--- src/rtl/core/avraf_pkg.sv ---
// ----------------------------------------------------------------------------
// avraf_pkg
// Shared types and constants for the add-family ALU slice.
// ----------------------------------------------------------------------------
`default_nettype none

package avraf_pkg;

  // Operation codes; codes above FUNC_INC behave as nop
  typedef enum logic [2:0] {
    FUNC_NOP  = 3'd0,
    FUNC_ADC  = 3'd1,
    FUNC_ADD  = 3'd2,
    FUNC_ADIW = 3'd3,
    FUNC_INC  = 3'd4
  } func_t;

  // Status flag bit positions
  localparam int FLAG_C = 0;
  localparam int FLAG_Z = 1;
  localparam int FLAG_N = 2;
  localparam int FLAG_V = 3;
  localparam int FLAG_S = 4;
  localparam int FLAG_H = 5;

  localparam int FLAGS_W = 6;
  localparam int ADDR_W  = 5;
  localparam int BYTE_W  = 8;
  localparam int IMM_W   = 6;

  // Increment overflows only from the largest positive byte
  localparam logic [BYTE_W-1:0] INC_OVF_VALUE = 8'h7F;

  typedef struct packed {
    logic [2:0]        func;
    logic [ADDR_W-1:0] rd_addr;
    logic [BYTE_W-1:0] rd_value;
    logic [BYTE_W-1:0] rd_high_value;
    logic [BYTE_W-1:0] rr_value;
    logic [IMM_W-1:0]  imm_k;
  } item_t;

  typedef struct packed {
    logic               write_enable;
    logic [ADDR_W-1:0]  write_addr;
    logic [BYTE_W-1:0]  write_low;
    logic               write_high_enable;
    logic [ADDR_W-1:0]  write_high_addr;
    logic [BYTE_W-1:0]  write_high;
    logic [FLAGS_W-1:0] flags;
  } result_t;

endpackage

`default_nettype wire

--- src/rtl/core/avraf_exec.sv ---
// ----------------------------------------------------------------------------
// avraf_exec
// Single-pass datapath: result bytes, addresses and new status flags.
// ----------------------------------------------------------------------------
`default_nettype none

module avraf_exec
  import avraf_pkg::*;
(
  input  item_t              item,
  input  logic [FLAGS_W-1:0] flags_cur,
  output result_t            res
);

  logic              cin;
  logic [BYTE_W:0]   sum9;
  logic [BYTE_W-1:0] r_add;
  logic [15:0]       w_sum;
  logic [BYTE_W-1:0] r_inc;
  logic              d3, s3, r3, d7, s7, r7, dh7, wn;
  logic              c_add, h_add, v_add;
  logic              c_w, v_w, v_inc;

  always_comb begin
    cin   = (item.func == FUNC_ADC) ? flags_cur[FLAG_C] : 1'b0;
    sum9  = {1'b0, item.rd_value} + {1'b0, item.rr_value} + {{BYTE_W{1'b0}}, cin};
    r_add = sum9[BYTE_W-1:0];
    d3 = item.rd_value[3];
    s3 = item.rr_value[3];
    r3 = r_add[3];
    d7 = item.rd_value[7];
    s7 = item.rr_value[7];
    r7 = r_add[7];
    h_add = (d3 & s3) | (s3 & ~r3) | (d3 & ~r3);
    v_add = (d7 & s7 & ~r7) | (~d7 & ~s7 & r7);
    c_add = (d7 & s7) | (s7 & ~r7) | (d7 & ~r7);

    w_sum = {item.rd_high_value, item.rd_value} + {{(16-IMM_W){1'b0}}, item.imm_k};
    dh7   = item.rd_high_value[7];
    wn    = w_sum[15];
    c_w   = ~wn & dh7;
    v_w   = wn & ~dh7;

    r_inc = item.rd_value + 8'd1;
    v_inc = (item.rd_value == INC_OVF_VALUE);
  end

  always_comb begin
    res                   = '0;
    res.write_addr        = item.rd_addr;
    res.write_high_addr   = item.rd_addr + 5'd1;
    res.flags             = flags_cur;
    unique case (item.func)
      FUNC_ADC, FUNC_ADD: begin
        res.write_enable  = 1'b1;
        res.write_low     = r_add;
        res.flags[FLAG_C] = c_add;
        res.flags[FLAG_Z] = (r_add == '0);
        res.flags[FLAG_N] = r7;
        res.flags[FLAG_V] = v_add;
        res.flags[FLAG_S] = r7 ^ v_add;
        res.flags[FLAG_H] = h_add;
      end
      FUNC_ADIW: begin
        res.write_enable      = 1'b1;
        res.write_low         = w_sum[7:0];
        res.write_high_enable = 1'b1;
        res.write_high        = w_sum[15:8];
        res.flags[FLAG_C]     = c_w;
        res.flags[FLAG_Z]     = (w_sum == '0);
        res.flags[FLAG_N]     = wn;
        res.flags[FLAG_V]     = v_w;
        res.flags[FLAG_S]     = wn ^ v_w;
      end
      FUNC_INC: begin
        res.write_enable  = 1'b1;
        res.write_low     = r_inc;
        res.flags[FLAG_Z] = (r_inc == '0);
        res.flags[FLAG_N] = r_inc[7];
        res.flags[FLAG_V] = v_inc;
        res.flags[FLAG_S] = r_inc[7] ^ v_inc;
      end
      default: begin
        // nop and unused codes: nothing written, flags kept
      end
    endcase
  end

endmodule

`default_nettype wire

--- src/rtl/core/avr_add_alu_flags.sv ---
// ----------------------------------------------------------------------------
// avr_add_alu_flags
// Add-family ALU slice (ADC, ADD, ADIW, INC) with the arithmetic status flags.
// ----------------------------------------------------------------------------
//
//  channel | handshake            | payload
//  --------+----------------------+---------------------------------------------
//  in      | in_valid / in_ready  | func, rd_addr, rd_value, rd_high_value,
//          |                      | rr_value, imm_k
//  out     | out_valid / out_ready| write_enable, write_addr, write_low,
//          |                      | write_high_enable, write_high_addr,
//          |                      | write_high, flags
//
//  One transaction per cycle sustained while out_ready is high; an accepted
//  transaction is held in the input register, then loaded into the result
//  register, when out_valid rises.
//  The status flags live in the result register's flags field: it loads only
//  when a transaction moves into the result register, so the next item sees
//  the flags of the one before it without a bubble.
//  Reset clears both valid bits and the status flags.
//  A stall on out propagates back through in_ready in the same cycle; no
//  transaction is dropped or duplicated.
// ----------------------------------------------------------------------------
`default_nettype none

module avr_add_alu_flags
  import avraf_pkg::*;
(
  input  logic               clk,
  input  logic               rst,
  // input channel
  input  logic               in_valid,
  output logic               in_ready,
  input  logic [2:0]         func,
  input  logic [ADDR_W-1:0]  rd_addr,
  input  logic [BYTE_W-1:0]  rd_value,
  input  logic [BYTE_W-1:0]  rd_high_value,
  input  logic [BYTE_W-1:0]  rr_value,
  input  logic [IMM_W-1:0]   imm_k,
  // output channel
  output logic               out_valid,
  input  logic               out_ready,
  output logic               write_enable,
  output logic [ADDR_W-1:0]  write_addr,
  output logic [BYTE_W-1:0]  write_low,
  output logic               write_high_enable,
  output logic [ADDR_W-1:0]  write_high_addr,
  output logic [BYTE_W-1:0]  write_high,
  output logic [FLAGS_W-1:0] flags
);

  // Input register stage
  logic    s1_valid;
  item_t   s1_item;
  // Result register stage; res_q.flags doubles as the status flag store
  logic    res_valid;
  result_t res_q;
  result_t res_next;

  logic    res_free;  // result register can take a transaction this cycle
  logic    s1_move;   // stage 1 transaction moves into the result register

  assign res_free = !res_valid || out_ready;
  assign s1_move  = s1_valid && res_free;
  assign in_ready = !s1_valid || res_free;

  avraf_exec u_exec (
    .item      (s1_item),
    .flags_cur (res_q.flags),
    .res       (res_next)
  );

  // Valid bits
  always_ff @(posedge clk) begin
    if (rst) begin
      s1_valid  <= 1'b0;
      res_valid <= 1'b0;
    end else begin
      if (in_ready) begin
        s1_valid <= in_valid;
      end
      if (res_free) begin
        res_valid <= s1_valid;
      end
    end
  end

  // Input payload capture
  always_ff @(posedge clk) begin
    if (in_valid && in_ready) begin
      s1_item.func          <= func;
      s1_item.rd_addr       <= rd_addr;
      s1_item.rd_value      <= rd_value;
      s1_item.rd_high_value <= rd_high_value;
      s1_item.rr_value      <= rr_value;
      s1_item.imm_k         <= imm_k;
    end
  end

  // Result payload; flags need a reset as they are architectural state
  always_ff @(posedge clk) begin
    if (s1_move) begin
      res_q.write_enable      <= res_next.write_enable;
      res_q.write_addr        <= res_next.write_addr;
      res_q.write_low         <= res_next.write_low;
      res_q.write_high_enable <= res_next.write_high_enable;
      res_q.write_high_addr   <= res_next.write_high_addr;
      res_q.write_high        <= res_next.write_high;
    end
    if (rst) begin
      res_q.flags <= '0;
    end else if (s1_move) begin
      res_q.flags <= res_next.flags;
    end
  end

  assign out_valid         = res_valid;
  assign write_enable      = res_q.write_enable;
  assign write_addr        = res_q.write_addr;
  assign write_low         = res_q.write_low;
  assign write_high_enable = res_q.write_high_enable;
  assign write_high_addr   = res_q.write_high_addr;
  assign write_high        = res_q.write_high;
  assign flags             = res_q.flags;

`ifndef SYNTHESIS
  // A held stage 1 transaction must still be there next cycle
  a_s1_hold: assert property (@(posedge clk) disable iff (rst)
    s1_valid && !res_free |=> s1_valid)
    else $error("stage 1 transaction lost while stalled");

  // Flags change only when a transaction enters the result register
  a_flags_stable: assert property (@(posedge clk) disable iff (rst)
    !s1_move |=> $stable(flags))
    else $error("status flags changed without a transaction");

  // High byte write only ever comes with the low byte write
  a_high_implies_low: assert property (@(posedge clk) disable iff (rst)
    out_valid && write_high_enable |-> write_enable)
    else $error("high byte written without low byte");

  // High address is the low address plus one, wrapping
  a_high_addr: assert property (@(posedge clk) disable iff (rst)
    out_valid |-> write_high_addr == ADDR_W'(write_addr + 5'd1))
    else $error("high write address not low address plus one");
`endif

endmodule

`default_nettype wire

--- config.mk ---
export PLATFORM = sky130hd
export DESIGN_NAME = avr_add_alu_flags
export DESIGN_NICKNAME = d
export VERILOG_FILES = /design/src/rtl/core/avraf_pkg.sv /design/src/rtl/core/avraf_exec.sv /design/src/rtl/core/avr_add_alu_flags.sv
export SDC_FILE = /design/constraint.sdc
export NUM_CORES = 1
export LEC_CHECK = 0
export BUFFER_PORTS_ARGS = -buffer_cell sky130_fd_sc_hd__buf_2
export CORE_ASPECT_RATIO = 2
export CORE_UTILIZATION = 40
export CTS_CLUSTER_SIZE = 40
export DETAILED_ROUTE_END_ITERATION = 10
export SYNTH_ARGS = -nofsm -noshare
export SYNTH_HDL_FRONTEND = slang
export SYNTH_SLANG_ARGS = --single-unit
--- constraint.sdc ---
create_clock -name clk -period 4.37 [get_ports clk]
set_input_delay 0.437 -clock clk [delete_from_list [all_inputs] [get_ports clk]]
set_output_delay 0.437 -clock clk [all_outputs]
set_load 0.005 [all_outputs]
==> results of run 1 <==
## how the worst max path moves through the flow
stage	end	startpoint	slack, ns	cells past startpoint
global route	flags[1]	s1_item[25]	0.33	14
global placement	flags[1]	s1_item[25]	0.69	14
detailed placement	flags[1]	s1_item[25]	0.60	14
floorplan	flags[1]	s1_item[25]	0.96	14
finish	flags[1]	s1_item[25]	0.57	14
CTS	flags[1]	s1_item[25]	0.58	14
## power by group through the flow
stage	Clock (mW)	Combinational, mW	Sequential, mW
CTS	0.750	0.265	0.849
finish	0.734	0.265	0.849
global route	0.782	0.293	0.854
floorplan	0	0.172	0.856
global placement	0	0.262	0.862
detailed placement	0	0.264	0.864
## routing by layer
metal,vias up,part of all wire,GRT usage
li1,1458,-,-
met1,1376,0.36,0.193
met2,98,0.56,0.344
met3,22,0.036,0.0421
met4,0,0.037,0.115
met5,-,0,0
## worst max-delay path, delay by kind of cell (launching register included)
family,cells,cell delay [ns]
adders and majority gates,2,0.57
buffers and inverters,1,0.08
AOI/OAI and AO/OA,7,1.46
and+or+nand+nor,4,1.04
DFF,1,0.55
## sequential cells by signal, indices dropped and copies added (netlist names)
| signal | flops |
|---|---|
| flags | 6 |
| out_valid | 1 |
| s1_item | 38 |
| write_enable | 1 |
| write_high_addr | 5 |
| write_addr | 5 |
| s1_valid | 1 |
| write_high | 8 |
| write_high_enable | 1 |
| write_low | 8 |
## layout make-up
cell class                      instances  area [µm²]
Multi-Input combinational cell        243        1740
Inverter                               20        75.1
Clock inverter                          7        77.6
Timing Repair Buffer                   81         415
Sequential cell                        74        2140
Clock buffer                            9         225
Fill cell                             929        4860
Tap cell                              132         165
## Yosys cell counts (6+ instances only)
master	count
nor2b_1	6
o21ai_0	12
fa_1	6
nand2_1	19
a211oi_1	8
inv_1	17
nor2_1	37
xnor2_1	16
clkbuf_1	9
ha_1	20
dfxtp_1	8
nand2b_1	7
xor2_1	8
nand3_1	13
nor3_1	6
edfxtp_1	66
a21oi_1	15
## cells by family (layout without fill, tap and decap cells)
group | after synthesis | after routing | share of synthesized area
AOI/OAI and AO/OA | 77 | 77 | 0.139
xor gates and xnor gates | 24 | 24 | 0.0526
adders and majority gates | 26 | 26 | 0.0927
buffers and inverters | 30 | 117 | 0.0282
DFF | 74 | 74 | 0.536
muxes | 4 | 4 | 0.0103
and+or+nand+nor | 112 | 112 | 0.140
## through the flow
stage | area (µm²) | total power [mW]
finish | 4840 | 1.85
global placement | 4540 | 1.12
detailed placement | 4540 | 1.13
global route | 4840 | 1.93
CTS | 4840 | 1.86
floorplan | 3990 | 1.03
==> flow_metrics.py, run 1 <==
metrics = {
    "status": {
        "status": "finished clean",
    },
    "timing": {
        "max_freq_ghz": 0.263,
        "tns_ns": 0,
        "finalHoldWorstSlack_ns": 0.273,
        "setup_viol": 0,
        "period_needed_ns": 3.80,
        "fin_skew_ns": 0.00782,
        "min_period_over_period": 0.871,
        "slew_violations": 0,
        "rsz0062_at_grt": "no",
        "finalHoldViolations": 0,
        "worst_slew_pin_slew_ns": 1.11,
        "fin_ws_ns": 0.566,
        "relSlewSlack": 0.260,
    },
    "min_path": {
        "hp-class": "in -> reg",
        "hold_depth": 1,
        "min-delay-start": "rd_high_value[1]",
        "worstHoldEndpoint": "s1_item[15]",
    },
    "global_route": {
        "track_usage": 0.190,
        "grt_max_degree": 39,
        "grt_pass1_wl_mm": 14.5,
        "grt.overflow.total": 0,
        "antenna_found_initial": 0,
        "grt_pass1_vias": 2919,
    },
    "finish": {
        "finalNonFillerCells": 566,
        "final_cell_mix": "buf_2, edfxtp_1, nor2_1, ha_1, nand2_1",
        "drive_above_1_share": 0.244,
        "nets": 497,
        "final_core_util": 0.499,
        "syn_to_final_growth_pct": 21.2,
        "diodes": 0,
        "layout_commonest_cell": "buf_2",
    },
    "worst_setup_path": {
        "cp-end-kind": "flop",
        "r2r-start": "s1_item[25]",
        "regToRegEndpoint": "flags[1]",
        "cp_slowest_stage_delay_ns": 0.55,
        "cp_max_fo": 8,
        "rrSetupSlack_ns": 0.57,
        "reg2reg_depth": 14,
        "cp_slowest_cell": "edfxtp_1",
        "startpoint_type": "flop",
        "cp.required_ns": 4.61,
        "cp_cell_sequence": "ha_1 -> o21ai_0 -> o21ai_1 -> o21a_1 -> nand2_1 -> or3_1 -> inv_2 -> ha_1 -> nand2_1 -> or4_4 -> a2111oi_4 -> o2111ai_1 -> a2111o_1 -> o31ai_2",
        "crit_type": "reg -> reg",
        "cp.arrival_ns": 4.05,
    },
    "clock_network": {
        "clock_sinks": 74,
        "insertion_delay_ns": 0.33,
        "cts_tree": "done",
        "cts.hold.buffers_added": 0,
        "post_cts_buffers": 0,
        "h-tree-depth": 3,
        "clockBufferDepth": 2,
        "numCtsBuffers": 9,
        "cts_resized": 0,
        "clkTransAtPathRegs_ns": 0.06,
        "cts-root-buf": "clkbuf_16",
    },
    "route": {
        "vias_per_cell": 5.22,
        "drc": 0,
        "drtIter0Drc": 73,
        "wl_mm": 9.17,
        "ant_nets": 0,
        "drt_pass1_iterations": 4,
        "vias": 2954,
        "detail_route.wl_per_cell_um": 16.2,
    },
    "placement": {
        "port_buffers": 77,
        "dp_hpwl_mm": 7.13,
        "placed_cells": 550,
        "routabilityCongestion": 0.868,
        "place_ws_ns": 0.603,
    },
    "logic_synthesis": {
        "synth_area_um2": 3990,
        "netlist_instances": 347,
        "yosys_register_bits": 74,
        "synth_edf_count": 66,
        "synth_top_cells_by_area": "edfxtp_1, ha_1, dfxtp_1, xnor2_1, nor2_1",
        "synth.avg_cell_area_um2": 11.5,
        "async_reset_ff_frac": 0,
        "yosysSeqAreaShare": 0.536,
        "synth_ff_type": "edfxtp_1",
        "yosysWarnings": 0,
        "synth_top_area_frac": 0.496,
        "ys_types": 60,
        "synth_top_area_cell": "edfxtp_1",
        "syn-num-nets": 415,
    },
    "power": {
        "sequentialPowerShare": 0.460,
        "power.switching_uw": 471,
        "p_comb_frac": 0.143,
        "switching_share": 0.255,
        "internal-power_mw": 1.38,
        "p_leak_nw": 1.92,
        "p_per_area_nw_per_um2": 382,
        "peakVddDrop_mv": 0.313,
        "clkPwrFrac": 0.397,
    },
    "die": {
        "num_rows": 51,
        "die_area_um2": 10400,
        "die_w_um": 72.7,
        "die_y_um": 143,
        "io_pins": 78,
        "core_um2": 9700,
        "start_util": 0.412,
    },
    "flow_run": {
        "maxCapViolCount": 0,
    },
}
Power figures use the tool's default switching activity.
==> run 2, diff against run 1 <==
- REMOVE_ABC_BUFFERS: default -> 1
==> run 2 against run 1 <==
Effect of this change: die area did not move; worst setup slack better by 0.036 ns; worst hold slack improved by 0.0048 ns; critical path type unchanged.
==> flow_metrics.py, run 2 (same netlist as run 1, synthesis figures left out) <==
metrics = {
    "clock_network": {
        "h-tree-depth": 3,
        "cts-root-buf": "clkbuf_16",
        "cts.hold.buffers_added": 0,
        "insertion_delay_ns": 0.33,
        "cts_resized": 0,
        "clockBufferDepth": 2,
        "post_cts_buffers": 0,
        "clock_sinks": 74,
        "cts_tree": "done",
        "clkTransAtPathRegs_ns": 0.06,
        "numCtsBuffers": 9,
    },
    "global_route": {
        "track_usage": 0.188,
        "grt_pass1_vias": 2917,
        "grt_pass1_wl_mm": 14.3,
        "grt.overflow.total": 0,
        "grt_max_degree": 39,
        "antenna_found_initial": 0,
    },
    "finish": {
        "largest_register": "s1_item",
        "drive_above_1_share": 0.240,
        "largest_register_ffs": 38,
        "layout_commonest_cell": "buf_2",
        "nFillCells": 924,
        "reg_top3": "s1_item (38), write_high (8), write_low (8)",
        "multiInputGateArea_um2": 1740,
        "syn_to_final_growth_pct": 20.5,
        "diodes": 0,
        "seqCellArea_um2": 2140,
        "nets": 497,
        "final_cell_mix": "buf_2, edfxtp_1, nor2_1, ha_1, nand2_1",
    },
    "timing": {
        "finalHoldWorstSlack_ns": 0.278,
        "relSlewSlack": 0.267,
        "rsz0062_at_grt": "no",
        "slew_violations": 0,
        "max_freq_ghz": 0.265,
        "worst_slew_pin_slew_ns": 1.10,
        "tns_ns": 0,
        "fin_skew_ns": 0.00475,
        "setup_viol": 0,
        "period_needed_ns": 3.77,
        "min_period_over_period": 0.862,
        "finalHoldViolations": 0,
    },
    "route": {
        "vias_per_cell": 5.30,
        "vias": 3001,
        "ant_nets": 0,
        "detail_route.wl_per_cell_um": 16.1,
        "drt_pass1_iterations": 5,
        "drc": 0,
        "wl_mm": 9.13,
        "drtIter0Drc": 140,
    },
    "worst_setup_path": {
        "startpoint_type": "flop",
        "crit_path_start": "s1_item[24]",
        "r2r-start": "s1_item[24]",
        "cp.required_ns": 4.62,
        "cp_max_fo": 8,
        "cp-end-kind": "flop",
        "cp.arrival_ns": 4.02,
        "crit_type": "reg -> reg",
        "rrSetupSlack_ns": 0.60,
    },
    "power": {
        "p_leak_nw": 1.89,
        "p_per_area_nw_per_um2": 370,
        "peakVddDrop_mv": 0.275,
    },
    "die": {
        "io_pins": 78,
        "start_util": 0.412,
        "core_um2": 9700,
        "die_w_um": 72.7,
        "num_rows": 51,
        "die_y_um": 143,
        "die_area_um2": 10400,
    },
    "placement": {
        "port_buffers": 77,
        "routabilityCongestion": 0.884,
        "dp_hpwl_mm": 7.19,
    },
    "min_path": {
        "min-delay-start": "rd_value[6]",
        "hp-class": "in -> reg",
    },
    "flow_run": {
        "maxCapViolCount": 0,
    },
    "status": {
        "status": "finished clean",
    },
}
-- run 2: cell types whose count changed in the layout (fill, tap and decap cells not counted), sizes merged --
| cell | before | now |
|---|---|---|
| clkinv | 4 | 2 |
| clkbuf | 9 | 11 |
| clkinvlp | 1 | 3 |
| inv | 21 | 20 |
| bufinv | 1 | 0 |
-- run 2: final cells by class --
| class | instances | share of cell area |
|---|---|---|
| sequential | 74 | 0.445 |
| tap | 132 | 0.0343 |
| timing repair buffer | 81 | 0.0863 |
| clock buffer | 11 | 0.0504 |
| multi-input combinational | 243 | 0.362 |
| inverter | 20 | 0.0156 |
| clock inverter | 5 | 0.00650 |
-- run 2: worst paths after layout --
kind / cells past startpoint / endpoint
min reg2reg: 0 / write_addr[4]
min: 1 / s1_item[28]
max reg2reg: 14 / flags[1]
max: 14 / flags[1]
-- run 2: critical path, cell delays in order, from the launching register on --
cell	delay [ns]
edfxtp_1	0.53
ha_1	0.43
o21ai_0	0.09
o21ai_1	0.18
o21a_1	0.24
nand2_1	0.12
or3_1	0.45
inv_2	0.08
ha_1	0.14
nand2_1	0.06
or4_4	0.43
a2111oi_4	0.20
o2111ai_1	0.15
a2111o_1	0.42
o31ai_2	0.17
-- run 2: metrics by stage --
step,worst slack (ns),utilization,instances,area (µm²),power (mW)
2_1_floorplan,0.955,-,337,3960,1.02
3_3_place_gp,0.699,0.468,550,4540,1.12
3_5_place_dp,0.611,0.468,550,4540,1.13
4_1_cts,0.606,0.496,566,4810,1.80
5_1_grt,0.361,0.496,566,4810,1.86
6_report,0.601,0.496,566,4810,1.78
-- run 2: per-layer routing --
layer / vias up / routed length [µm] / GRT usage
met2: 127 / 5120 / 0.353
met4: 0 / 401 / 0.117
met5: - / 0 / 0
met1: 1399 / 3160 / 0.184
met3: 24 / 449 / 0.0337
li1: 1451 / - / -
-- run 2: power by group --
group / switching [mW] / internal [mW] / total [mW]
clock network: 0.271 / 0.396 / 0.667
logic: 0.151 / 0.112 / 0.263
registers: 0.0293 / 0.819 / 0.849
total: 0.451 / 1.33 / 1.78
==> run 3, diff against run 2 <==
==> constraint.sdc (replaced) <==
create_clock -name clk -period 4.82 [get_ports clk]
set_input_delay 0.964 -clock clk [delete_from_list [all_inputs] [get_ports clk]]
set_output_delay 0.964 -clock clk [all_outputs]
set_load 0.005 [all_outputs]
==> run 3 against run 2 <==
Effect of this change: first-iteration DRC count shrank 21%; worst setup slack gained 0.47 ns; clock-buffer cell count shrank 1; flip-flop and latch count is the same; clock power is essentially flat; via count shrank 1.8%; critical path type unchanged; largest power group unchanged.
==> flow_metrics.py, run 3 (same netlist as run 1, synthesis figures left out) <==
metrics = {
    "route": {
        "vias_per_cell": 5.23,
        "drt_pass1_iterations": 4,
        "drc": 0,
        "ant_nets": 0,
        "drtIter0Drc": 111,
        "wl_mm": 9.11,
        "vias": 2946,
        "detail_route.wl_per_cell_um": 16.2,
    },
    "timing": {
        "worst_slew_pin_slew_ns": 1.07,
        "slew_violations": 0,
        "period_needed_ns": 3.75,
        "relSlewSlack": 0.284,
        "fin_skew_ns": 0.00700,
        "min_period_over_period": 0.777,
        "max_freq_ghz": 0.267,
        "tns_ns": 0,
        "rsz0062_at_grt": "no",
        "setup_viol": 0,
        "finalHoldViolations": 0,
    },
    "finish": {
        "layout_commonest_cell": "buf_2",
        "largest_register_ffs": 38,
        "multiInputGateArea_um2": 1740,
        "nets": 494,
        "diodes": 0,
        "largest_register": "s1_item",
        "reg_top3": "s1_item (38), write_high (8), write_low (8)",
        "drive_above_1_share": 0.239,
        "nFillCells": 922,
        "final_cell_mix": "buf_2, edfxtp_1, nor2_1, ha_1, nand2_1",
        "seqCellArea_um2": 2140,
        "syn_to_final_growth_pct": 20.7,
    },
    "die": {
        "start_util": 0.412,
        "die_area_um2": 10400,
        "die_w_um": 72.7,
        "io_pins": 78,
        "core_um2": 9700,
        "num_rows": 51,
        "die_y_um": 143,
    },
    "worst_setup_path": {
        "cp.required_ns": 5.08,
        "crit_type": "reg -> reg",
        "cp-end-kind": "flop",
        "cp_max_fo": 8,
        "startpoint_type": "flop",
        "cp.arrival_ns": 4.00,
    },
    "global_route": {
        "grt.overflow.total": 0,
        "antenna_found_initial": 0,
        "grt_pass1_vias": 2930,
        "grt_pass1_wl_mm": 14.4,
        "grt_max_degree": 39,
        "track_usage": 0.191,
    },
    "clock_network": {
        "cts_tree": "done",
        "clock_sinks": 74,
        "clkTransAtPathRegs_ns": 0.06,
        "numCtsBuffers": 9,
        "cts.hold.buffers_added": 0,
        "post_cts_buffers": 0,
        "clockBufferDepth": 2,
        "insertion_delay_ns": 0.34,
        "cts_resized": 0,
        "cts-root-buf": "clkbuf_16",
        "h-tree-depth": 3,
    },
    "power": {
        "p_total_mw": 1.67,
        "p_leak_nw": 1.91,
        "p_per_area_nw_per_um2": 347,
        "peakVddDrop_mv": 0.219,
    },
    "min_path": {
        "hp-class": "reg -> reg",
    },
    "flow_run": {
        "maxCapViolCount": 0,
    },
    "placement": {
        "routabilityCongestion": 0.858,
        "port_buffers": 77,
        "dp_hpwl_mm": 7.21,
    },
    "status": {
        "status": "finished clean",
    },
}
run 3: where the power goes:
group	internal [mW]	switching [mW]	leakage (nW)
logic	0.100	0.133	1.06
registers	0.743	0.0293	0.698
clock network	0.415	0.252	0.152
total	1.26	0.414	1.91
run 3: cell type report:
type / count / area share
timing repair buffer: 78 / 0.0815
tap: 132 / 0.0343
inverter: 20 / 0.0156
clock buffer: 10 / 0.0496
clock inverter: 6 / 0.0138
multi-input combinational: 243 / 0.361
sequential: 74 / 0.444
run 3: critical path, stage by stage (launching register included):
cell       delay [ns]
edfxtp_1         0.55
ha_1             0.44
o21ai_0          0.11
o21ai_1          0.17
o21a_1           0.23
nand2_1          0.12
or3_1            0.44
inv_2            0.08
ha_1             0.14
nand2_1          0.05
or4_4            0.43
a2111oi_4        0.19
o2111ai_1        0.15
a2111o_1         0.39
o31ai_2          0.18
run 3: final timing paths:
path,startpoint,end,slack [ns],depth (start not counted)
setup / recovery,s1_item[25],flags[1],1.07,14
hold / removal,s1_item[34],write_addr[4],0.48,0
setup reg to reg,s1_item[25],flags[1],1.07,14
hold reg to reg,s1_item[34],write_addr[4],0.48,0
run 3: layer usage:
layer,part of all wire,up-vias,global-route usage
met3,0.037,28,0.0442
met5,0,-,0
li1,-,1452,-
met2,0.55,86,0.352
met4,0.057,0,0.131
met1,0.36,1380,0.180
run 3: stage by stage:
step	std cells	utilization	cell area [µm²]	setup slack [ns]	hold slack [ns]
global placement	547	0.466	4520	1.17	0.456
global route	563	0.497	4820	0.839	0.503
floorplan	337	-	3960	1.40	0.449
finish	563	0.497	4820	1.07	0.485
CTS	563	0.497	4820	1.07	0.486
detailed placement	547	0.466	4520	1.09	0.468
